<file path="src/rtl/rfad_pkg.sv">
// ----------------------------------------------------------------------------
// rfad_pkg: shared types and constants for the reduced fraction add/divide unit
// Beat payload structs, operation codes and the default operand width.
// ----------------------------------------------------------------------------
package rfad_pkg;

  localparam int unsigned RFAD_WIDTH = 63;
  localparam int unsigned DIV_W      = 32;

  localparam logic MODE_ADD = 1'b0;
  localparam logic MODE_DIV = 1'b1;

  typedef struct packed {
    logic        mode;
    logic [62:0] a_num;
    logic [62:0] a_den;
    logic [62:0] b_num;
    logic [62:0] b_den;
    logic [31:0] divisor;
  } rfad_in_t;

  typedef struct packed {
    logic [62:0] res_num;
    logic [62:0] res_den;
    logic        overflow;
  } rfad_out_t;

  // shared arithmetic unit operation codes
  localparam logic [1:0] OP_MUL = 2'd0;
  localparam logic [1:0] OP_DIV = 2'd1;
  localparam logic [1:0] OP_REM = 2'd2;

  typedef struct packed {
    logic       start;
    logic [1:0] op;
  } rfad_cmd_t;

  typedef struct packed {
    logic done;
    logic ovf;
  } rfad_sts_t;

endpackage

</file>
<file path="src/rtl/rfad_alu.sv">
// ----------------------------------------------------------------------------
// rfad_alu: bit-serial multiply / divide unit
// One bit per cycle: shift-add multiply with overflow detect, restoring
// divide giving quotient and remainder.
// ----------------------------------------------------------------------------
module rfad_alu import rfad_pkg::*; #(
  parameter int unsigned WIDTH = RFAD_WIDTH
) (
  input  logic             clk_i,
  input  logic             rst_ni,
  input  rfad_cmd_t        cmd_i,
  input  logic [WIDTH-1:0] x_i,
  input  logic [WIDTH-1:0] y_i,
  output logic [WIDTH-1:0] res_o,
  output rfad_sts_t        sts_o
);

  localparam int unsigned CW = $clog2(WIDTH + 1);

  logic             busy_q, busy_d;
  logic [1:0]       op_q, op_d;
  logic [CW-1:0]    cnt_q, cnt_d;
  logic [WIDTH-1:0] acc_q, acc_d;   // product or remainder
  logic [WIDTH-1:0] sh_q, sh_d;     // multiplier bits or dividend/quotient
  logic [WIDTH-1:0] y_q, y_d;
  logic             ovf_q, ovf_d;
  logic             done_q, done_d;

  logic [WIDTH:0]   dbl, sum, trial;

  always_comb begin
    busy_d = busy_q;
    op_d   = op_q;
    cnt_d  = cnt_q;
    acc_d  = acc_q;
    sh_d   = sh_q;
    y_d    = y_q;
    ovf_d  = ovf_q;
    done_d = 1'b0;
    dbl    = {acc_q, 1'b0};
    sum    = '0;
    trial  = {acc_q, sh_q[WIDTH-1]} - {1'b0, y_q};
    if (cmd_i.start) begin
      busy_d = 1'b1;
      op_d   = cmd_i.op;
      cnt_d  = CW'(WIDTH);
      acc_d  = '0;
      sh_d   = x_i;
      y_d    = y_i;
      ovf_d  = 1'b0;
    end else if (busy_q) begin
      if (op_q == OP_MUL) begin
        // msb-first shift-add of y by the bits of sh
        sum = dbl + (sh_q[WIDTH-1] ? {1'b0, y_q} : '0);
        if (dbl[WIDTH] || sum[WIDTH]) ovf_d = 1'b1;
        acc_d = sum[WIDTH-1:0];
        sh_d  = {sh_q[WIDTH-2:0], 1'b0};
      end else begin
        if (!trial[WIDTH]) begin
          acc_d = trial[WIDTH-1:0];
          sh_d  = {sh_q[WIDTH-2:0], 1'b1};
        end else begin
          acc_d = {acc_q[WIDTH-2:0], sh_q[WIDTH-1]};
          sh_d  = {sh_q[WIDTH-2:0], 1'b0};
        end
      end
      cnt_d = cnt_q - 1'b1;
      if (cnt_q == CW'(1)) begin
        busy_d = 1'b0;
        done_d = 1'b1;
      end
    end
  end

  always_ff @(posedge clk_i or negedge rst_ni) begin
    if (!rst_ni) begin
      busy_q <= 1'b0;
      done_q <= 1'b0;
      cnt_q  <= '0;
      op_q   <= OP_MUL;
    end else begin
      busy_q <= busy_d;
      done_q <= done_d;
      cnt_q  <= cnt_d;
      op_q   <= op_d;
    end
  end

  always_ff @(posedge clk_i) begin
    acc_q <= acc_d;
    sh_q  <= sh_d;
    y_q   <= y_d;
    ovf_q <= ovf_d;
  end

  always_comb begin
    case (op_q)
      OP_MUL:  res_o = acc_q;
      OP_DIV:  res_o = sh_q;
      OP_REM:  res_o = acc_q;
      default: res_o = acc_q;
    endcase
  end

  assign sts_o.done = done_q;
  assign sts_o.ovf  = ovf_q;

endmodule

</file>
<file path="src/rtl/reduced_fraction_add_divide.sv">
// ----------------------------------------------------------------------------
// reduced_fraction_add_divide: unsigned rational add / divide with reduction
//
//  channel | direction | valid   | stall   | payload
//  in      | input     | valid_i | stall_o | in_i  (rfad_in_t)
//  out     | output    | valid_o | stall_i | out_o (rfad_out_t)
//
// Every multiply, divide and gcd remainder runs on one shared bit-serial unit.
// A zero denominator or divisor is flagged as overflow from the idle state without
// using the unit; a full add runs two gcd loops, about 90 remainders each worst case.
// One item at a time; the next input beat is taken once the result register
// is free. Reset clears control only. A stalled result holds in out_o.
// ----------------------------------------------------------------------------
module reduced_fraction_add_divide import rfad_pkg::*; #(
  parameter int unsigned WIDTH = RFAD_WIDTH
) (
  input  logic      clk_i,
  input  logic      rst_ni,
  input  logic      valid_i,
  output logic      stall_o,
  input  rfad_in_t  in_i,
  output logic      valid_o,
  input  logic      stall_i,
  output rfad_out_t out_o
);

  localparam logic [3:0] S_IDLE  = 4'd0;
  localparam logic [3:0] S_G1    = 4'd1;  // gcd(ad, bd)
  localparam logic [3:0] S_L1    = 4'd2;  // ad / g
  localparam logic [3:0] S_L2    = 4'd3;  // l = (ad/g) * bd
  localparam logic [3:0] S_SA1   = 4'd4;  // l / ad
  localparam logic [3:0] S_SA2   = 4'd5;  // an * (l/ad)
  localparam logic [3:0] S_SB1   = 4'd6;  // l / bd
  localparam logic [3:0] S_SB2   = 4'd7;  // bn * (l/bd)
  localparam logic [3:0] S_DM    = 4'd8;  // ad * dv
  localparam logic [3:0] S_G2    = 4'd9;  // gcd(num, den)
  localparam logic [3:0] S_RN    = 4'd10; // num / g
  localparam logic [3:0] S_RD    = 4'd11; // den / g
  localparam logic [3:0] S_OUT   = 4'd12;

  logic [3:0]       st_q, st_d;
  logic             wait_q, wait_d;   // unit operation in flight
  logic [WIDTH-1:0] an_q, an_d, ad_q, ad_d, bn_q, bn_d, bd_q, bd_d;
  logic [WIDTH-1:0] p_q, p_d, q_q, q_d, l_q, l_d, t_q, t_d;
  logic             ov_d;
  logic             ovld_q, ovld_d;
  rfad_out_t        res_q, res_d;

  rfad_cmd_t        cmd;
  rfad_sts_t        sts;
  logic [WIDTH-1:0] ux, uy, ures;
  logic [WIDTH:0]   ssum;
  logic [WIDTH-1:0] dvw;
  logic             dv_hi;            // divisor bits above the operand width

  rfad_alu #(.WIDTH(WIDTH)) u_alu (
    .clk_i  (clk_i),
    .rst_ni (rst_ni),
    .cmd_i  (cmd),
    .x_i    (ux),
    .y_i    (uy),
    .res_o  (ures),
    .sts_o  (sts)
  );

  assign stall_o = (st_q != S_IDLE) || ovld_q;
  assign valid_o = ovld_q;
  assign out_o   = res_q;

  if (WIDTH >= DIV_W) begin : g_dv_wide
    assign dvw   = WIDTH'(in_i.divisor);
    assign dv_hi = 1'b0;
  end else begin : g_dv_narrow
    assign dvw   = in_i.divisor[WIDTH-1:0];
    assign dv_hi = |in_i.divisor[DIV_W-1:WIDTH];
  end

  always_comb begin
    st_d   = st_q;
    wait_d = wait_q;
    an_d = an_q; ad_d = ad_q; bn_d = bn_q; bd_d = bd_q;
    p_d = p_q; q_d = q_q; l_d = l_q; t_d = t_q;
    ovld_d = ovld_q;
    res_d  = res_q;
    ov_d   = 1'b0;
    cmd.start = 1'b0;
    cmd.op    = OP_MUL;
    ux = '0;
    uy = '0;
    ssum = {1'b0, t_q} + {1'b0, ures};
    if (ovld_q && !stall_i) ovld_d = 1'b0;

    case (st_q)
      S_IDLE: begin
        if (valid_i && !ovld_q) begin
          an_d = in_i.a_num[WIDTH-1:0];
          ad_d = in_i.a_den[WIDTH-1:0];
          bn_d = in_i.b_num[WIDTH-1:0];
          bd_d = in_i.b_den[WIDTH-1:0];
          wait_d = 1'b0;
          if (in_i.mode == MODE_ADD) begin
            if (in_i.a_den[WIDTH-1:0] == '0 || in_i.b_den[WIDTH-1:0] == '0) begin
              ov_d = 1'b1;
              st_d = S_OUT;
            end else begin
              p_d  = in_i.a_den[WIDTH-1:0];
              q_d  = in_i.b_den[WIDTH-1:0];
              st_d = S_G1;
            end
          end else begin
            // a divisor wider than the operands overflows any nonzero denominator
            if (in_i.a_den[WIDTH-1:0] == '0 || in_i.divisor == '0 || dv_hi) begin
              ov_d = 1'b1;
              st_d = S_OUT;
            end else begin
              st_d = S_DM;
              t_d  = dvw;
            end
          end
          if (ov_d) begin
            res_d.res_num  = '0;
            res_d.res_den  = 63'd1;
            res_d.overflow = 1'b1;
            st_d   = S_IDLE;
            ovld_d = 1'b1;
          end
        end
      end
      S_G1, S_G2: begin
        // Euclid: one remainder per step
        if (!wait_q) begin
          if (q_q == '0) begin
            t_d  = p_q;  // gcd
            st_d = (st_q == S_G1) ? S_L1 : S_RN;
          end else begin
            cmd.start = 1'b1; cmd.op = OP_REM; ux = p_q; uy = q_q;
            wait_d = 1'b1;
          end
        end else if (sts.done) begin
          p_d = q_q; q_d = ures; wait_d = 1'b0;
        end
      end
      S_L1: begin
        if (!wait_q) begin
          cmd.start = 1'b1; cmd.op = OP_DIV; ux = ad_q; uy = t_q; wait_d = 1'b1;
        end else if (sts.done) begin
          l_d = ures; wait_d = 1'b0; st_d = S_L2;
        end
      end
      S_L2: begin
        if (!wait_q) begin
          cmd.start = 1'b1; cmd.op = OP_MUL; ux = l_q; uy = bd_q; wait_d = 1'b1;
        end else if (sts.done) begin
          wait_d = 1'b0;
          if (sts.ovf) begin
            st_d = S_OUT; res_d.overflow = 1'b1;
          end else begin
            l_d = ures; st_d = S_SA1;
          end
        end
      end
      S_SA1, S_SB1: begin
        if (!wait_q) begin
          cmd.start = 1'b1; cmd.op = OP_DIV; ux = l_q;
          uy = (st_q == S_SA1) ? ad_q : bd_q; wait_d = 1'b1;
        end else if (sts.done) begin
          p_d = ures; wait_d = 1'b0;
          st_d = (st_q == S_SA1) ? S_SA2 : S_SB2;
        end
      end
      S_SA2: begin
        if (!wait_q) begin
          cmd.start = 1'b1; cmd.op = OP_MUL; ux = an_q; uy = p_q; wait_d = 1'b1;
        end else if (sts.done) begin
          wait_d = 1'b0;
          if (sts.ovf) begin
            st_d = S_OUT; res_d.overflow = 1'b1;
          end else begin
            t_d = ures; st_d = S_SB1;
          end
        end
      end
      S_SB2: begin
        if (!wait_q) begin
          cmd.start = 1'b1; cmd.op = OP_MUL; ux = bn_q; uy = p_q; wait_d = 1'b1;
        end else if (sts.done) begin
          wait_d = 1'b0;
          if (sts.ovf || ssum[WIDTH]) begin
            st_d = S_OUT; res_d.overflow = 1'b1;
          end else begin
            an_d = ssum[WIDTH-1:0];  // result numerator
            ad_d = l_q;              // result denominator
            p_d  = ssum[WIDTH-1:0];
            q_d  = l_q;
            res_d.overflow = 1'b0;
            st_d = (ssum[WIDTH-1:0] == '0) ? S_OUT : S_G2;
          end
        end
      end
      S_DM: begin
        if (!wait_q) begin
          cmd.start = 1'b1; cmd.op = OP_MUL; ux = ad_q; uy = t_q; wait_d = 1'b1;
        end else if (sts.done) begin
          wait_d = 1'b0;
          if (sts.ovf) begin
            st_d = S_OUT; res_d.overflow = 1'b1;
          end else begin
            ad_d = ures; p_d = an_q; q_d = ures;
            res_d.overflow = 1'b0;
            st_d = (an_q == '0) ? S_OUT : S_G2;
          end
        end
      end
      S_RN, S_RD: begin
        if (!wait_q) begin
          cmd.start = 1'b1; cmd.op = OP_DIV;
          ux = (st_q == S_RN) ? an_q : ad_q; uy = t_q; wait_d = 1'b1;
        end else if (sts.done) begin
          wait_d = 1'b0;
          if (st_q == S_RN) begin
            an_d = ures; st_d = S_RD;
          end else begin
            ad_d = ures; st_d = S_OUT;
          end
        end
      end
      S_OUT: begin
        if (res_q.overflow || an_q == '0) begin
          res_d.res_num = '0;
          res_d.res_den = 63'd1;
        end else begin
          res_d.res_num = 63'(an_q);
          res_d.res_den = 63'(ad_q);
        end
        ovld_d = 1'b1;
        st_d   = S_IDLE;
      end
      default: st_d = S_IDLE;
    endcase
  end

  always_ff @(posedge clk_i or negedge rst_ni) begin
    if (!rst_ni) begin
      st_q   <= S_IDLE;
      wait_q <= 1'b0;
      ovld_q <= 1'b0;
    end else begin
      st_q   <= st_d;
      wait_q <= wait_d;
      ovld_q <= ovld_d;
    end
  end

  always_ff @(posedge clk_i) begin
    an_q <= an_d; ad_q <= ad_d; bn_q <= bn_d; bd_q <= bd_d;
    p_q <= p_d; q_q <= q_d; l_q <= l_d; t_q <= t_d;
    res_q <= res_d;
  end

endmodule
</file>
<file path="config.mk">
export PLATFORM = sky130hd
export DESIGN_NAME = reduced_fraction_add_divide
export DESIGN_NICKNAME = d
export VERILOG_FILES = /design/src/rtl/rfad_pkg.sv /design/src/rtl/rfad_alu.sv /design/src/rtl/reduced_fraction_add_divide.sv
export SDC_FILE = /design/constraint.sdc
export NUM_CORES = 2
export LEC_CHECK = 0
export ABC_AREA = 1
export BUFFER_PORTS_ARGS = -buffer_cell sky130_fd_sc_hd__buf_2
export CAP_MARGIN = 20
export CELL_PAD_IN_SITES_DETAIL_PLACEMENT = 1
export CELL_PAD_IN_SITES_GLOBAL_PLACEMENT = 2
export CORE_MARGIN = 2
export CORE_UTILIZATION = 30
export CTS_CLUSTER_DIAMETER = 150
export DETAILED_ROUTE_END_ITERATION = 8
export PLACE_DENSITY = 0.77
export SYNTH_ARGS = -nofsm -noshare
export SYNTH_HDL_FRONTEND = slang
export SYNTH_SLANG_ARGS = --single-unit
</file>
<file path="constraint.sdc">
create_clock -name clk_i -period 14.6 [get_ports clk_i]
set_clock_uncertainty 0.1 [all_clocks]
set_input_delay 3.65 -clock clk_i [delete_from_list [all_inputs] [get_ports clk_i]]
set_output_delay 3.65 -clock clk_i [all_outputs]
set_load 0.02 [all_outputs]
</file>
==> results.tsv <==
stage	metric	value	unit
cts	cts_max_path_buffers	3	
power	p_comb_frac	0.605	
global_routing	grt_usage	0.3474	
cts	cts_tree	done	
synth	yosysUniqueCellTypes	68	
power	power_frac_seq	0.260	
final_layout	ff_latch_area	24420	sq um
synth	syn-instance-count	7118	
placed_design	placed_cells	9826	
global_routing	antenna_found_initial	40	
final_layout	layout_commonest_cell	nand2_1	
cts	cts.sinks	837	
final_layout	fin_area	63990	sq um
final_layout	area_growth	15.12	%
sta	period_share	0.5192	
cts	cts-resized-gates	0	
power	switching_share	0.5656	
route	dr.pass1.iters	5	
floorplanning	fp.coreArea	183700	sq um
synth	postSynthNetCount	7604	
worst_hold_path	hold_path.class	reg2reg	
floorplanning	ioPinCount	418	
final_layout	final_cell_mix	nand2_1 (1987), inv_1 (1032), edfxtp_1 (757), nor2_1 (560), buf_2 (419)	
floorplanning	initial_core_util	0.3026	
placed_design	dpl_cell_area	60600	sq um
synth	ys_seq_area_frac	0.4392	
critical_path	worst_ep_required_time	14.89	ns
flow_run	cap_viol_max_count	0	
floorplanning	die_h	434.5	um
sta	fmax	131.9	MHz
floorplanning	die_w	434.5	um
synth	synth_flop_cell	edfxtp_1	
cts	clk_pin_slew	0.06	ns
critical_path	slowest_delay	1.07	ns
critical_path	startpoint	in_i[64]	
final_layout	layout-drive-gt1-share	0.1126	
synth	synth-xor-area-share	0.01103	
critical_path	rr_worst_depth	20	
critical_path	rrSetupSlack	8.43	ns
synth	synth_fa_ha_area_frac	0.04475	
placed_design	portBuffers	417	
power	p_per_area	306.1	nW/um^2
synth	yosysTopAreaCell	edfxtp_1	
critical_path	startpoint_type	input pin	
power	p_leak	27.67	nW
route	ant_nets	0	
critical_path	crit_path_top_delay_cell	nor3_1	
route	vias	58068	
route	detail_route.vias_per_cell	5.789	
synth	synth.avg_cell_area	7.809	sq um
sta	tightestPinTransition	1.303	ns
synth	synth_top_family_by_area	simple AND/OR/NAND/NOR gates	
critical_path	critical_path.reg2reg.endpoint	ad_q[7]$_DFFE_PP_	
sta	finalMaxSlewViolations	0	
power	switching_power	11.08	mW
placed_design	place_hpwl	260000	um
power	peakVddDrop	0.2053	mV
route	drt_first_iter_violations	7240	
synth	synth_compound_area_frac	0.1652	
synth	syn_area	55590	sq um
route	wl	335900	um
final_layout	nets	7950	
cts	htreeDepth	3	
floorplanning	dieArea	188800	sq um
critical_path	r2r_start	u_alu.op_q[0]$_DFFE_PN0P_	
cts	cts_buffers	99	
cts	root_buffer	clkbuf_16	
synth	ys_top_cells_by_area	edfxtp_1 (41%), nand2_1 (13%), inv_1 (7.0%)	
synth	synth_top_area_frac	0.4089	
floorplanning	placementRows	157	
final_layout	multiInputGateArea	26280	sq um
cts	cts_hold_buf	0	
placed_design	gp_congestion	1.017	
global_routing	grt_max_degree	129	
sta	rsz0062_at_grt	false	
synth	ys_warn_count	0	
cts	clkLatencyLatePin	0.80	ns
critical_path	path_cells	buf_2 > inv_1 > nand2_1 > nor3_1 > nand4_1 > nor3_1 > nand4_1 > nand3b_1 > o21ai_0 > nor2_4 > buf_4	
synth	synthArstFlopShare	0.01912	
critical_path	path_max_fanout	67	
synth	synth_edf_count	757	
sta	final-hold-violation-count	0	
synth	synthMuxAreaShare	0.0002026	
final_layout	finish.utilization	0.3484	
sta	fin_setup_tns	0	ns
power	power.internal	8.507	mW
synth	synth-seq-cells	837	
critical_path	endpoint_kind	flop	
cts	post-cts-setup-buffer-count	0	
critical_path	cp-endpoint	out_o[96]$_SDFFCE_PP0P_	
critical_path	critPathArrivalTime	7.87	ns
power	clkPwrFrac	0.135	
sta	relSlewSlack	0.1221	
final_layout	n_fill_cell	22300	
global_routing	grt_pass1_wl	458900	um
route	drc	0	
synth	yosys.area_share.simple	0.2475	
global_routing	grt_remaining_overflow	0	
sta	period_needed	7.581	ns
global_routing	grt_pass1_vias	57845	
critical_path	criticalPathCategory	in2reg	
sta	setup_violations	0	
final_layout	instances_no_fill	10031	
route	wl_per_cell	33.48	um
outcome	status	finished clean	
==> through the flow <==
step                worst slack (ns)  total power [mW]  hold slack, ns
global placement               6.444             16.36          0.4406
CTS                            7.184             19.20          0.4667
floorplan                      1.329             11.49          0.3760
finish                         7.019             19.59          0.4682
detailed placement             6.383             16.51          0.4525
global route                   7.153             20.42          0.5122
==> worst min-delay path by stage <==
stage | from | to | slack, ns | depth (start not counted)
finish | u_alu.cnt_q[5]$_DFFE_PN0P_ | u_alu.cnt_q[5]$_DFFE_PN0P_ | 0.47 | 2
global route | ad_q[12]$_DFFE_PP_ | u_alu.sh_q[12]$_DFFE_PP_ | 0.51 | 2
CTS | u_alu.cnt_q[5]$_DFFE_PN0P_ | u_alu.cnt_q[5]$_DFFE_PN0P_ | 0.47 | 2
detailed placement | u_alu.cnt_q[5]$_DFFE_PN0P_ | u_alu.cnt_q[5]$_DFFE_PN0P_ | 0.45 | 2
global placement | u_alu.cnt_q[5]$_DFFE_PN0P_ | u_alu.cnt_q[5]$_DFFE_PN0P_ | 0.44 | 2
floorplan | u_alu.acc_q[22]$_SDFFE_PP0P_ | u_alu.acc_q[22]$_SDFFE_PP0P_ | 0.38 | 2
==> metal layers <==
layer / GRT usage / up-vias / wire length, um
met4: 0.2230 / 12 / 25400
met1: 0.4502 / 29033 / 136300
met5: 0 / - / 94
met2: 0.5292 / 3154 / 145200
li1: - / 25058 / -
met3: 0.06706 / 811 / 28890
==> cell families after synthesis <==
logic type / after synthesis
multiplexers: 1
AO/OA/AOI/OAI: 1385
XOR/XNOR: 70
buffers and inverters: 1328
AND/OR/NAND/NOR: 3300
flip-flops: 837
adder cells (fa/ha/maj): 197
==> flip-flops by register name (all words and copies together), names as in the netlist, 4 cells and up <==
| name | count |
|---|---|
| u_alu.cnt_q | 6 |
| out_o | 127 |
| ad_q | 63 |
| t_q | 63 |
| bd_q | 63 |
| u_alu.sh_q | 63 |
| an_q | 63 |
| st_q | 4 |
| p_q | 63 |
| q_q | 63 |
| bn_q | 63 |
| u_alu.acc_q | 63 |
| l_q | 63 |
| u_alu.y_q | 63 |
==> synth_stat cells, drive strengths merged, types with 65 or more instances <==
library cell and instances:
clkbuf 187, nor3 65, nor2 585, edfxtp 757, nand4 96, o2111ai 104
a22oi 85, nand2 1995, inv 1061, nand3 405, ha 194, buf 78
o211ai 181, a21oi 334, o21ai 382
==> critical path, delay by kind of cell <==
family                 cells  cell delay [ns]
AND/OR/NAND/NOR            7             2.79
buffers and inverters      3             1.06
AO/OA/AOI/OAI              1             0.20
==> power by group through the flow <==
stage | sequential (mW) | clock, mW | combinational [mW]
after floorplan | 4.65 | 0 | 6.85
after global placement | 5.04 | 0 | 11.3
after detailed placement | 5.05 | 0 | 11.5
after CTS | 5.01 | 2.67 | 11.5
after global routing | 5.09 | 2.74 | 12.6
final | 5.08 | 2.65 | 11.8
==> cell type report <==
class	instances	share of cell area
Clock buffer	115	0.04020
Tap cell	2464	0.04818
Sequential cell	837	0.3816
Antenna cell	17	0.0006648
Timing Repair Buffer	510	0.04421
Multi-Input combinational cell	4953	0.4107
Clock inverter	72	0.01191
Inverter	1063	0.06251
No activity file was read; power rests on OpenSTA's default activity.
